## src/hw/rtl/rqfi_pkg.sv

```systemverilog
// ----------------------------------------------------------------------------
// rqfi_pkg
// Shared types and constants for the ring queue with front insert.
// ----------------------------------------------------------------------------
package rqfi_pkg;

  localparam int MAX_SLOTS_DEF = 64;
  localparam int DATA_W        = 64;
  localparam int CFG_W         = 7;
  localparam int CNT_OUT_W     = 6;
  localparam int IN_TDATA_W    = 72;
  localparam int OUT_FIELDS_W  = 1 + DATA_W + CNT_OUT_W + 1 + 1;
  localparam int OUT_TDATA_W   = 80;
  localparam int OUT_PAD_W     = OUT_TDATA_W - OUT_FIELDS_W;
  localparam int CFG_TDATA_W   = 8;

  localparam logic [CFG_W-1:0] LEN_RESET = 7'd64;

  typedef enum logic [1:0] {
    OP_PUSH_TAIL = 2'd0,
    OP_PUSH_HEAD = 2'd1,
    OP_POP       = 2'd2,
    OP_PEEK      = 2'd3
  } op_t;

  typedef enum logic {
    ST_IDLE = 1'b0,
    ST_READ = 1'b1
  } state_t;

  // controller to datapath
  typedef struct packed {
    logic load_cfg;
    logic exec;
    logic finish;
  } cmd_t;

  // datapath to controller
  typedef struct packed {
    logic rd_hit;
    logic out_busy;
  } sts_t;

endpackage

```

## src/hw/rtl/ring_queue_with_front_insert_core.sv

```systemverilog
// ----------------------------------------------------------------------------
// ring_queue_with_front_insert_core
// Circular 64-bit word queue with push at tail or head, pop and peek.
//
//  channel | dir | payload                               | width
//  --------+-----+---------------------------------------+------
//  in_     | in  | opcode, push_value                    | 72
//  out_    | out | accepted, head_value, count, flags    | 80
//  cfg_    | in  | queue_length                          | 8
//
// Push and refused requests load the result register directly; accepted pop or
// peek first wait in ST_READ for the registered read port of the slot RAM.
// A request is taken only when the result register is free or being drained.
// Synchronous reset: empty queue, ring length 64 (capped to MAX_SLOTS).
// A length write empties the queue; slot contents are kept.
// ----------------------------------------------------------------------------
module ring_queue_with_front_insert_core #(
  parameter int MAX_SLOTS = rqfi_pkg::MAX_SLOTS_DEF
) (
  input  logic                             clk,
  input  logic                             rst_n,
  // [1:0] opcode, [65:2] push_value
  input  logic [rqfi_pkg::IN_TDATA_W-1:0]  in_tdata,
  input  logic                             in_tvalid,
  output logic                             in_tready,
  // [0] accepted, [64:1] head_value, [70:65] entry_count, [71] is_full,
  // [72] is_empty
  output logic [rqfi_pkg::OUT_TDATA_W-1:0] out_tdata,
  output logic                             out_tvalid,
  input  logic                             out_tready,
  // [6:0] queue_length
  input  logic [rqfi_pkg::CFG_TDATA_W-1:0] cfg_tdata,
  input  logic                             cfg_tvalid,
  output logic                             cfg_tready
);
  import rqfi_pkg::*;

  cmd_t cmd;
  sts_t sts;

  logic                 accepted;
  logic [DATA_W-1:0]    head_value;
  logic [CNT_OUT_W-1:0] entry_count;
  logic                 is_full;
  logic                 is_empty;

  rqfi_ctrl u_ctrl (
    .clk       (clk),
    .rst_n     (rst_n),
    .in_tvalid (in_tvalid),
    .in_tready (in_tready),
    .cfg_tvalid(cfg_tvalid),
    .cfg_tready(cfg_tready),
    .sts       (sts),
    .cmd       (cmd)
  );

  rqfi_dp #(
    .MAX_SLOTS(MAX_SLOTS)
  ) u_dp (
    .clk         (clk),
    .rst_n       (rst_n),
    .cmd         (cmd),
    .sts         (sts),
    .opcode      (op_t'(in_tdata[1:0])),
    .push_value  (in_tdata[DATA_W+1:2]),
    .queue_length(cfg_tdata[CFG_W-1:0]),
    .out_tready  (out_tready),
    .out_tvalid  (out_tvalid),
    .accepted    (accepted),
    .head_value  (head_value),
    .entry_count (entry_count),
    .is_full     (is_full),
    .is_empty    (is_empty)
  );

  assign out_tdata = {{OUT_PAD_W{1'b0}}, is_empty, is_full, entry_count,
                      head_value, accepted};

  a_no_take_when_stalled: assert property (@(posedge clk) disable iff (!rst_n)
    (in_tvalid && in_tready) |-> !(out_tvalid && !out_tready))
    else $error("request taken while result stalled");

  a_cfg_excl: assert property (@(posedge clk) disable iff (!rst_n)
    !(cfg_tvalid && cfg_tready && in_tvalid && in_tready))
    else $error("config write and request in one cycle");

  a_read_result: assert property (@(posedge clk) disable iff (!rst_n)
    (cmd.exec && sts.rd_hit) |-> ##2 out_tvalid)
    else $error("pop/peek result missing");

  a_fast_result: assert property (@(posedge clk) disable iff (!rst_n)
    (cmd.exec && !sts.rd_hit) |=> out_tvalid)
    else $error("push/refused result missing");

endmodule

```

## src/hw/rtl/rqfi_ram.sv

```systemverilog
// ----------------------------------------------------------------------------
// rqfi_ram
// Generic single-write, single-read RAM with registered read data.
// ----------------------------------------------------------------------------
module rqfi_ram #(
  parameter int WIDTH = 64,
  parameter int DEPTH = 64,
  parameter int ADDR_W = (DEPTH > 2) ? $clog2(DEPTH) : 1
) (
  input  logic              clk,
  input  logic              we,
  input  logic [ADDR_W-1:0] waddr,
  input  logic [WIDTH-1:0]  wdata,
  input  logic              re,
  input  logic [ADDR_W-1:0] raddr,
  output logic [WIDTH-1:0]  rdata
);

  logic [WIDTH-1:0] mem_r [DEPTH];
  logic [WIDTH-1:0] rdata_r;

  always_ff @(posedge clk) begin
    if (we) begin
      mem_r[waddr] <= wdata;
    end
    if (re) begin
      rdata_r <= mem_r[raddr];
    end
  end

  assign rdata = rdata_r;

endmodule

```

## src/hw/rtl/rqfi_ctrl.sv

```systemverilog
// ----------------------------------------------------------------------------
// rqfi_ctrl
// Sequencer: handshakes and the wait for registered slot read data.
// ----------------------------------------------------------------------------
module rqfi_ctrl (
  input  logic          clk,
  input  logic          rst_n,
  input  logic          in_tvalid,
  output logic          in_tready,
  input  logic          cfg_tvalid,
  output logic          cfg_tready,
  input  rqfi_pkg::sts_t sts,
  output rqfi_pkg::cmd_t cmd
);
  import rqfi_pkg::*;

  state_t state_r, state_nxt;

  always_ff @(posedge clk) begin
    if (!rst_n) begin
      state_r <= ST_IDLE;
    end else begin
      state_r <= state_nxt;
    end
  end

  always_comb begin
    state_nxt    = state_r;
    cfg_tready   = 1'b0;
    in_tready    = 1'b0;
    cmd.load_cfg = 1'b0;
    cmd.exec     = 1'b0;
    cmd.finish   = 1'b0;
    case (state_r)
      ST_IDLE: begin
        cfg_tready   = 1'b1;
        in_tready    = !sts.out_busy && !cfg_tvalid;
        cmd.load_cfg = cfg_tvalid;
        cmd.exec     = in_tvalid && in_tready;
        if (cmd.exec && sts.rd_hit) begin
          state_nxt = ST_READ;
        end
      end
      ST_READ: begin
        cmd.finish = 1'b1;
        state_nxt  = ST_IDLE;
      end
      default: begin
        state_nxt = ST_IDLE;
      end
    endcase
  end

endmodule

```

## src/hw/rtl/rqfi_dp.sv

```systemverilog
// ----------------------------------------------------------------------------
// rqfi_dp
// Datapath: ring pointers, count, slot RAM and result register.
// ----------------------------------------------------------------------------
module rqfi_dp #(
  parameter int MAX_SLOTS = rqfi_pkg::MAX_SLOTS_DEF
) (
  input  logic                           clk,
  input  logic                           rst_n,
  input  rqfi_pkg::cmd_t                 cmd,
  output rqfi_pkg::sts_t                 sts,
  input  rqfi_pkg::op_t                  opcode,
  input  logic [rqfi_pkg::DATA_W-1:0]    push_value,
  input  logic [rqfi_pkg::CFG_W-1:0]     queue_length,
  input  logic                           out_tready,
  output logic                           out_tvalid,
  output logic                           accepted,
  output logic [rqfi_pkg::DATA_W-1:0]    head_value,
  output logic [rqfi_pkg::CNT_OUT_W-1:0] entry_count,
  output logic                           is_full,
  output logic                           is_empty
);
  import rqfi_pkg::*;

  localparam int IDX_W = (MAX_SLOTS > 2) ? $clog2(MAX_SLOTS) : 1;
  localparam int LEN_W = $clog2(MAX_SLOTS + 1);
  localparam int CMP_W = (LEN_W > CFG_W) ? LEN_W : CFG_W;
  localparam int EXT_W = (IDX_W > CNT_OUT_W) ? IDX_W : CNT_OUT_W;

  function automatic logic [LEN_W-1:0] clamp_len(input logic [CFG_W-1:0] v);
    logic [CMP_W-1:0] w;
    w = CMP_W'(v);
    if (w < CMP_W'(2)) begin
      return LEN_W'(2);
    end else if (w > CMP_W'(MAX_SLOTS)) begin
      return LEN_W'(MAX_SLOTS);
    end
    return LEN_W'(w);
  endfunction

  function automatic logic [IDX_W-1:0] step_fwd(input logic [IDX_W-1:0] i,
                                                input logic [LEN_W-1:0] n);
    logic [LEN_W-1:0] s;
    s = LEN_W'(i) + LEN_W'(1);
    return (s >= n) ? '0 : IDX_W'(s);
  endfunction

  function automatic logic [IDX_W-1:0] step_back(input logic [IDX_W-1:0] i,
                                                 input logic [LEN_W-1:0] n);
    if (i == '0 || LEN_W'(i) >= n) begin
      return IDX_W'(n - LEN_W'(1));
    end
    return i - IDX_W'(1);
  endfunction

  logic [LEN_W-1:0] len_r;
  logic [IDX_W-1:0] head_r, head_nxt;
  logic [IDX_W-1:0] tail_r, tail_nxt;
  logic [IDX_W-1:0] cnt_r, cnt_nxt;

  logic             out_valid_r;
  logic             acc_r, acc_nxt;
  logic [DATA_W-1:0] head_val_r;
  logic [EXT_W-1:0] cnt_out_r;
  logic             full_r, empty_r;

  logic             is_push, can_push, has_data;
  logic             ram_we, ram_re;
  logic [IDX_W-1:0] ram_waddr;
  logic [DATA_W-1:0] ram_rdata;
  logic [LEN_W-1:0] cnt_nxt_p1;

  assign is_push  = (opcode == OP_PUSH_TAIL) || (opcode == OP_PUSH_HEAD);
  assign can_push = (LEN_W'(cnt_r) + LEN_W'(1)) < len_r;
  assign has_data = (cnt_r != '0);

  assign sts.rd_hit   = !is_push && has_data;
  assign sts.out_busy = out_valid_r && !out_tready;

  always_comb begin
    head_nxt  = head_r;
    tail_nxt  = tail_r;
    cnt_nxt   = cnt_r;
    acc_nxt   = 1'b0;
    ram_we    = 1'b0;
    ram_re    = 1'b0;
    ram_waddr = tail_r;
    if (cmd.exec) begin
      case (opcode)
        OP_PUSH_TAIL: begin
          if (can_push) begin
            ram_we   = 1'b1;
            tail_nxt = step_fwd(tail_r, len_r);
            cnt_nxt  = cnt_r + IDX_W'(1);
            acc_nxt  = 1'b1;
          end
        end
        OP_PUSH_HEAD: begin
          if (can_push) begin
            ram_we    = 1'b1;
            head_nxt  = step_back(head_r, len_r);
            ram_waddr = head_nxt;
            cnt_nxt   = cnt_r + IDX_W'(1);
            acc_nxt   = 1'b1;
          end
        end
        OP_POP: begin
          if (has_data) begin
            ram_re   = 1'b1;
            head_nxt = step_fwd(head_r, len_r);
            cnt_nxt  = cnt_r - IDX_W'(1);
            acc_nxt  = 1'b1;
          end
        end
        OP_PEEK: begin
          if (has_data) begin
            ram_re  = 1'b1;
            acc_nxt = 1'b1;
          end
        end
        default: begin
          acc_nxt = 1'b0;
        end
      endcase
    end
  end

  assign cnt_nxt_p1 = LEN_W'(cnt_nxt) + LEN_W'(1);

  always_ff @(posedge clk) begin
    if (!rst_n) begin
      len_r       <= clamp_len(LEN_RESET);
      head_r      <= '0;
      tail_r      <= '0;
      cnt_r       <= '0;
      out_valid_r <= 1'b0;
    end else begin
      if (cmd.load_cfg) begin
        len_r  <= clamp_len(queue_length);
        head_r <= '0;
        tail_r <= '0;
        cnt_r  <= '0;
      end else begin
        head_r <= head_nxt;
        tail_r <= tail_nxt;
        cnt_r  <= cnt_nxt;
      end
      out_valid_r <= cmd.finish || (cmd.exec && !sts.rd_hit) ||
                     (out_valid_r && !out_tready);
    end
  end

  // result fields; head word is taken from the registered RAM read data in ST_READ
  always_ff @(posedge clk) begin
    if (cmd.exec) begin
      acc_r      <= acc_nxt;
      head_val_r <= '0;
      cnt_out_r  <= EXT_W'(cnt_nxt);
      full_r     <= (cnt_nxt_p1 == len_r);
      empty_r    <= (cnt_nxt == '0);
    end else if (cmd.finish) begin
      head_val_r <= ram_rdata;
    end
  end

  rqfi_ram #(
    .WIDTH (DATA_W),
    .DEPTH (MAX_SLOTS),
    .ADDR_W(IDX_W)
  ) u_ram (
    .clk  (clk),
    .we   (ram_we),
    .waddr(ram_waddr),
    .wdata(push_value),
    .re   (ram_re),
    .raddr(head_r),
    .rdata(ram_rdata)
  );

  assign out_tvalid  = out_valid_r;
  assign accepted    = acc_r;
  assign head_value  = head_val_r;
  assign entry_count = cnt_out_r[CNT_OUT_W-1:0];
  assign is_full     = full_r;
  assign is_empty    = empty_r;

endmodule
```

## config.mk

```make
export PLATFORM = sky130hd
export DESIGN_NAME = ring_queue_with_front_insert_core
export DESIGN_NICKNAME = d
export VERILOG_FILES = /design/src/hw/rtl/rqfi_pkg.sv /design/src/hw/rtl/ring_queue_with_front_insert_core.sv /design/src/hw/rtl/rqfi_ram.sv /design/src/hw/rtl/rqfi_ctrl.sv /design/src/hw/rtl/rqfi_dp.sv
export SDC_FILE = /design/constraint.sdc
export NUM_CORES = 2
export LEC_CHECK = 0
export ABC_AREA = 1
export BUFFER_PORTS_ARGS = -buffer_cell sky130_fd_sc_hd__buf_2
export CORE_MARGIN = 2
export CORE_UTILIZATION = 40
export DETAILED_ROUTE_END_ITERATION = 10
export GPL_TIMING_DRIVEN = 0
export SETUP_SLACK_MARGIN = 0.4
export SYNTH_ARGS = -nofsm -noshare
export SYNTH_HDL_FRONTEND = slang
export SYNTH_SLANG_ARGS = --single-unit
```

## constraint.sdc

```tcl
create_clock -name clk -period 6.96 [get_ports clk]
set_input_delay 1.044 -clock clk [delete_from_list [all_inputs] [get_ports clk]]
set_output_delay 1.044 -clock clk [all_outputs]
set_load 0.1 [all_outputs]
```

==> run summary <==
The required time at the worst-slack endpoint is 7.60 ns. The via count of the first global-routing pass was 104,000; the detailed-router iteration count before antenna repair was 7. The length of routed met3 wiring is 82.6 mm. For the die outline area, the log shows 416,000 um2. The path type of the worst min-delay path is primary input to flip-flop. Kind of critical path: flip-flop to flip-flop.

The final reports fail on capacitance limit, slew limit. The run gives 0 as the remaining number of nets flagged by the antenna check after routing. After synthesis, the share of flip-flops with an asynchronous set or reset is 0%. For this design the static power due to leakage is 62.9 nW. The count of buffers added on input and output ports is 152.

At the pin with the least slew margin, the transition time is 1.64 ns. The clock passes through at most 4 buffers. Once the floorplan was initialized, standard cells occupied 40.1% of the core. The run gives 218 mm as the met1 wire length. For the final database, setup skew stands at 0.0616 ns.

The number of buffers and inverters on the critical path is 8, and the number of clock sinks is 4,260. The average size of a mapped cell was 14.2 um2. The sequential-to-total area share from yosys stat is 77.3%. The tree is rooted in a clkbuf_16. Measured against its own limit, the worst slew margin works out to -9.02%. STA classifies the critical path endpoint as a flip-flop. The worst path uses 96.4% of the clock period.

For this design the ratio of total power to cell area is 278 nW/um2. Global routing used 28.6% of the available tracks. In this run, synthesis produced a sequential element count of 4,260. After detailed routing, the number of remaining DRC violations is 0.

The number of placed instances, taps included, is 17,400. Once layout is done, the placed cells without fillers occupy 193,000 um2. TritonCTS built the clock tree. For this design, the slowest cell found on the critical path is dfxtp_1. In this run, synthesis inferred 4,169 flip-flops with an integrated enable.

Walking the worst path, the cells encountered are buf_2 > inv_2 > buf_4 > buf_4 > clkbuf_4 > buf_2 > ha_1 > nand2_1 > nor2_1 > nand2_1 > nand4_2 > nand2_1 > nand2_1 > ha_1 > xnor2_1 > o21ai_2 > nand3_2 > nor2_4 > buf_12 > buf_12. The total number of vias was 113,000; the overall routed net length was 614 mm. Setup violations remaining at the end of the flow were counted as 0.

The tool flagged a number of max-cap violations equal to 7. The clock transition at the registers of the reported paths works out to 0.07 ns. Yosys mapped the design onto 47 distinct sky130hd cell types. The share of the synthesized area in the top cell type works out to 76.2%. Excluding fillers, the count of instances in the completed layout stands at 18,300. For the total CTS buffers, the log shows 429.

The post-synthesis cell type with the largest combined area was edfxtp_1. Detailed placement ended at an HPWL of 417 mm. The number of top-level pins was 168.

From left edge to right edge, the die measures 645 um. The number of vias per cell came out at 6.16. After the last flow step, the layout net total stands at 12,600.

Of all nets on the critical path, the largest fanout is 21. After floorplanning, the core was sized to cover 409,000 um2. Based on the critical path, the design can be clocked at up to 149 MHz. The minimum clock period after layout was 6.71 ns; the layout cell share with drive strength beyond 1 was 11.3%.

After filler insertion, the fill cell instance count of the layout stands at 35,600. Uppermost layer routed: met5. Entering global routing, the biggest net connects 65 pins. The run gives 0 as the number of endpoints with negative hold slack in the final report. The die boundary height was 645 um; the cell area after placement was 177,000 um2. Setup repair after global routing could not meet its margin everywhere.

The routed design uses 274 mm of met2 wire. The initial antenna violation count is 62, and the wire length of the first global-routing pass is 833 mm. The cell repeated most along the worst path was nand2_1. In this run, the number of DRC markers left after iteration 0 of detailed routing was 20,700. The area growth from synthesis to layout is 17.1%. Data arrives at the worst endpoint at 7.35 ns. The run finished, with violations left. Synthesis produced a netlist whose cell count is 11,600. For the final routed database, the setup TNS stands at 0 ns. After synthesis the cells add up to 164,000 um2. Across all hold checks on the routed design, the worst slack comes to 0.287 ns. Overall power of the completed layout: 0.0535 W. The Yosys step of the flow raised 0 warnings. The most used flip-flop cell after synthesis is edfxtp_1.

The initialized floorplan defines 235 standard-cell rows. The count of final max-slew check failures was 125. By area the synthesized netlist is led by edfxtp_1, a21oi_1, o221ai_1, o21ai_0, nand2_1. CTS built an H-tree with a depth of 5. The kind of cell with the highest combined delay on the critical path was buffers and inverters. Dividing the detail-routed wire length by the instance count gives 33.5 um. STA classifies the critical path startpoint as a flip-flop.

The run gives 219 uV as the largest vdd supply drop. For the worst-skew pair, the clock arrives at the later sink with an insertion delay of 1.00 ns. The total congestion overflow came out at 0. Weighted congestion at the end of routability-driven global placement: 0.917. The launch point of the worst hold path was in_tdata[18]. The startpoint identified for the worst register-to-register timing path is u_dp.head_r[0]$_SDFFE_PP0P_.

The most critical setup path has its startpoint at u_dp.head_r[0]$_SDFFE_PP0P_. For this run, the slowest stage of the critical path takes 0.80 ns.
-- metrics by stage --
| stage | util, % | setup slack (ns) |
|---|---|---|
| finish | 47.0 | 0.250 |
| global route | 47.0 | 0.295 |
| CTS | 46.8 | 0.203 |
| detailed placement | 43.3 | -0.00361 |
| global placement | 42.0 | -6.19 |
| floorplan | - | 0.757 |
-- layout by cell type (no fill, tap or decap), types with 12 or more instances in the layout --
cell type / count
clkinv_1: 115
nand2_1: 1142
nand3_1: 263
buf_4: 170
dfxtp_1: 91
clkinvlp_4: 16
o21ai_1: 28
buf_1: 59
buf_12: 201
diode_2: 30
nand4_1: 12
o22ai_1: 372
clkbuf_1: 647
a21o_1: 128
a22oi_1: 67
o211ai_1: 45
inv_1: 139
nor2_4: 66
a21oi_1: 1318
ha_1: 38
bufinv_16: 43
clkbuf_2: 26
clkinv_2: 86
buf_2: 284
edfxtp_1: 4169
nor2_1: 891
buf_16: 41
o21ai_0: 1155
nand3_4: 12
clkbuf_16: 440
o221ai_1: 705
-- layer usage --
metal,GRT usage [%],vias to the layer above
met5,0.266,-
met4,15.5,34
met3,7.74,1505
met2,43.8,8247
met1,37.0,56700
li1,-,46600
-- worst reg2reg max path: cells and delay by family, from the launching register on --
kind,cells,cell delay [ns]
xor+xnor,1,0.17
fa+ha+maj,2,0.62
buf+inv,8,2.44
flops,1,0.80
simple gates,8,1.96
compound gates,1,0.33
-- cells in the mapped netlist, types with 3 or more instances --
library cell	count
or2_2	3
o22ai_1	372
a31oi_1	3
edfxtp_1	4169
nand2_2	5
buf_1	60
a21oi_2	3
a21o_1	128
o21ai_1	28
nor3_1	6
nor2_1	956
nand4_1	12
nand3_2	6
a21oi_1	1318
buf_2	184
o21ai_2	3
dfxtp_1	91
inv_2	7
o211ai_1	45
a22oi_1	67
buf_4	16
clkbuf_1	601
nand2_1	1142
o21ai_0	1155
o221ai_1	705
nand3_1	263
nand3_4	12
xor2_1	9
inv_1	139
ha_1	38
-- repair_timing --
| action | in CTS | in global routing |
|---|---|---|
| gates resized for setup | 0 | 1 |
| setup endpoints to repair | 895 | 749 |
| hold buffers | 0 | 0 |
| setup buffers | 60 | 66 |
| hold endpoints to repair | 0 | 0 |
| gates cloned | 4 | 0 |
| pin swaps | 33 | 22 |
-- sequential cells by signal (all words and copies together), names as in the netlist --
name and cells:
u_dp.len_r 7, u_dp.is_empty 1, u_dp.is_full 1, u_dp.u_ram.rdata 64, u_dp.head_r 6, u_dp.head_value 64
u_dp.accepted 1, u_dp.cnt_r 6, u_dp.u_ram.mem_r 4096, u_dp.tail_r 6, u_ctrl.state_r 1, u_dp.out_tvalid 1
u_dp.entry_count 6
-- cell families (layout without fill, tap and decap cells) --
| family | count (synthesis) | count (layout) | share of synthesized area, % |
|---|---|---|---|
| DFF | 4260 | 4260 | 77.3 |
| AOI/OAI and AO/OA | 3835 | 3835 | 14.0 |
| and+or+nand+nor | 2412 | 2416 | 5.89 |
| buffers and inverters | 1008 | 2301 | 2.48 |
| adders and majority gates | 38 | 38 | 0.289 |
| xor gates and xnor gates | 11 | 11 | 0.0586 |
| other | 1 | 37 | 0.00228 |
-- cell type report --
type / instances / area [um2] / area share (%)
Clock inverter: 279 / 2540 / 1.32
Inverter: 147 / 557 / 0.289
Buffer: 861 / 3560 / 1.85
Antenna cell: 30 / 75.1 / 0.0390
Sequential cell: 4260 / 127000 / 66.0
Tap cell: 5451 / 6820 / 3.54
Timing Repair Buffer: 496 / 6810 / 3.54
Multi-Input combinational cell: 6307 / 33800 / 17.5
Clock buffer: 518 / 11400 / 5.90
-- path summary, 6_finish.rpt --
check	cells after the start	to	slack (ns)
worst min-delay path	1	u_dp.u_ram.mem_r[42][16]$_DFFE_PP_	0.29
worst min register to register	4	u_dp.head_value[19]$_SDFFE_PP0P_	0.53
worst max register to register	20	u_dp.u_ram.mem_r[25][19]$_DFFE_PP_	0.25
worst max-delay path	20	u_dp.u_ram.mem_r[25][19]$_DFFE_PP_	0.25
-- where the power goes --
group          internal [W]  switching (W)  leakage [nW]
Clock                0.0132         0.0100          6.80
Sequential           0.0282      0.0000113          38.2
Combinational      0.000412        0.00172          17.9
(Power assumes the default switching activity.)
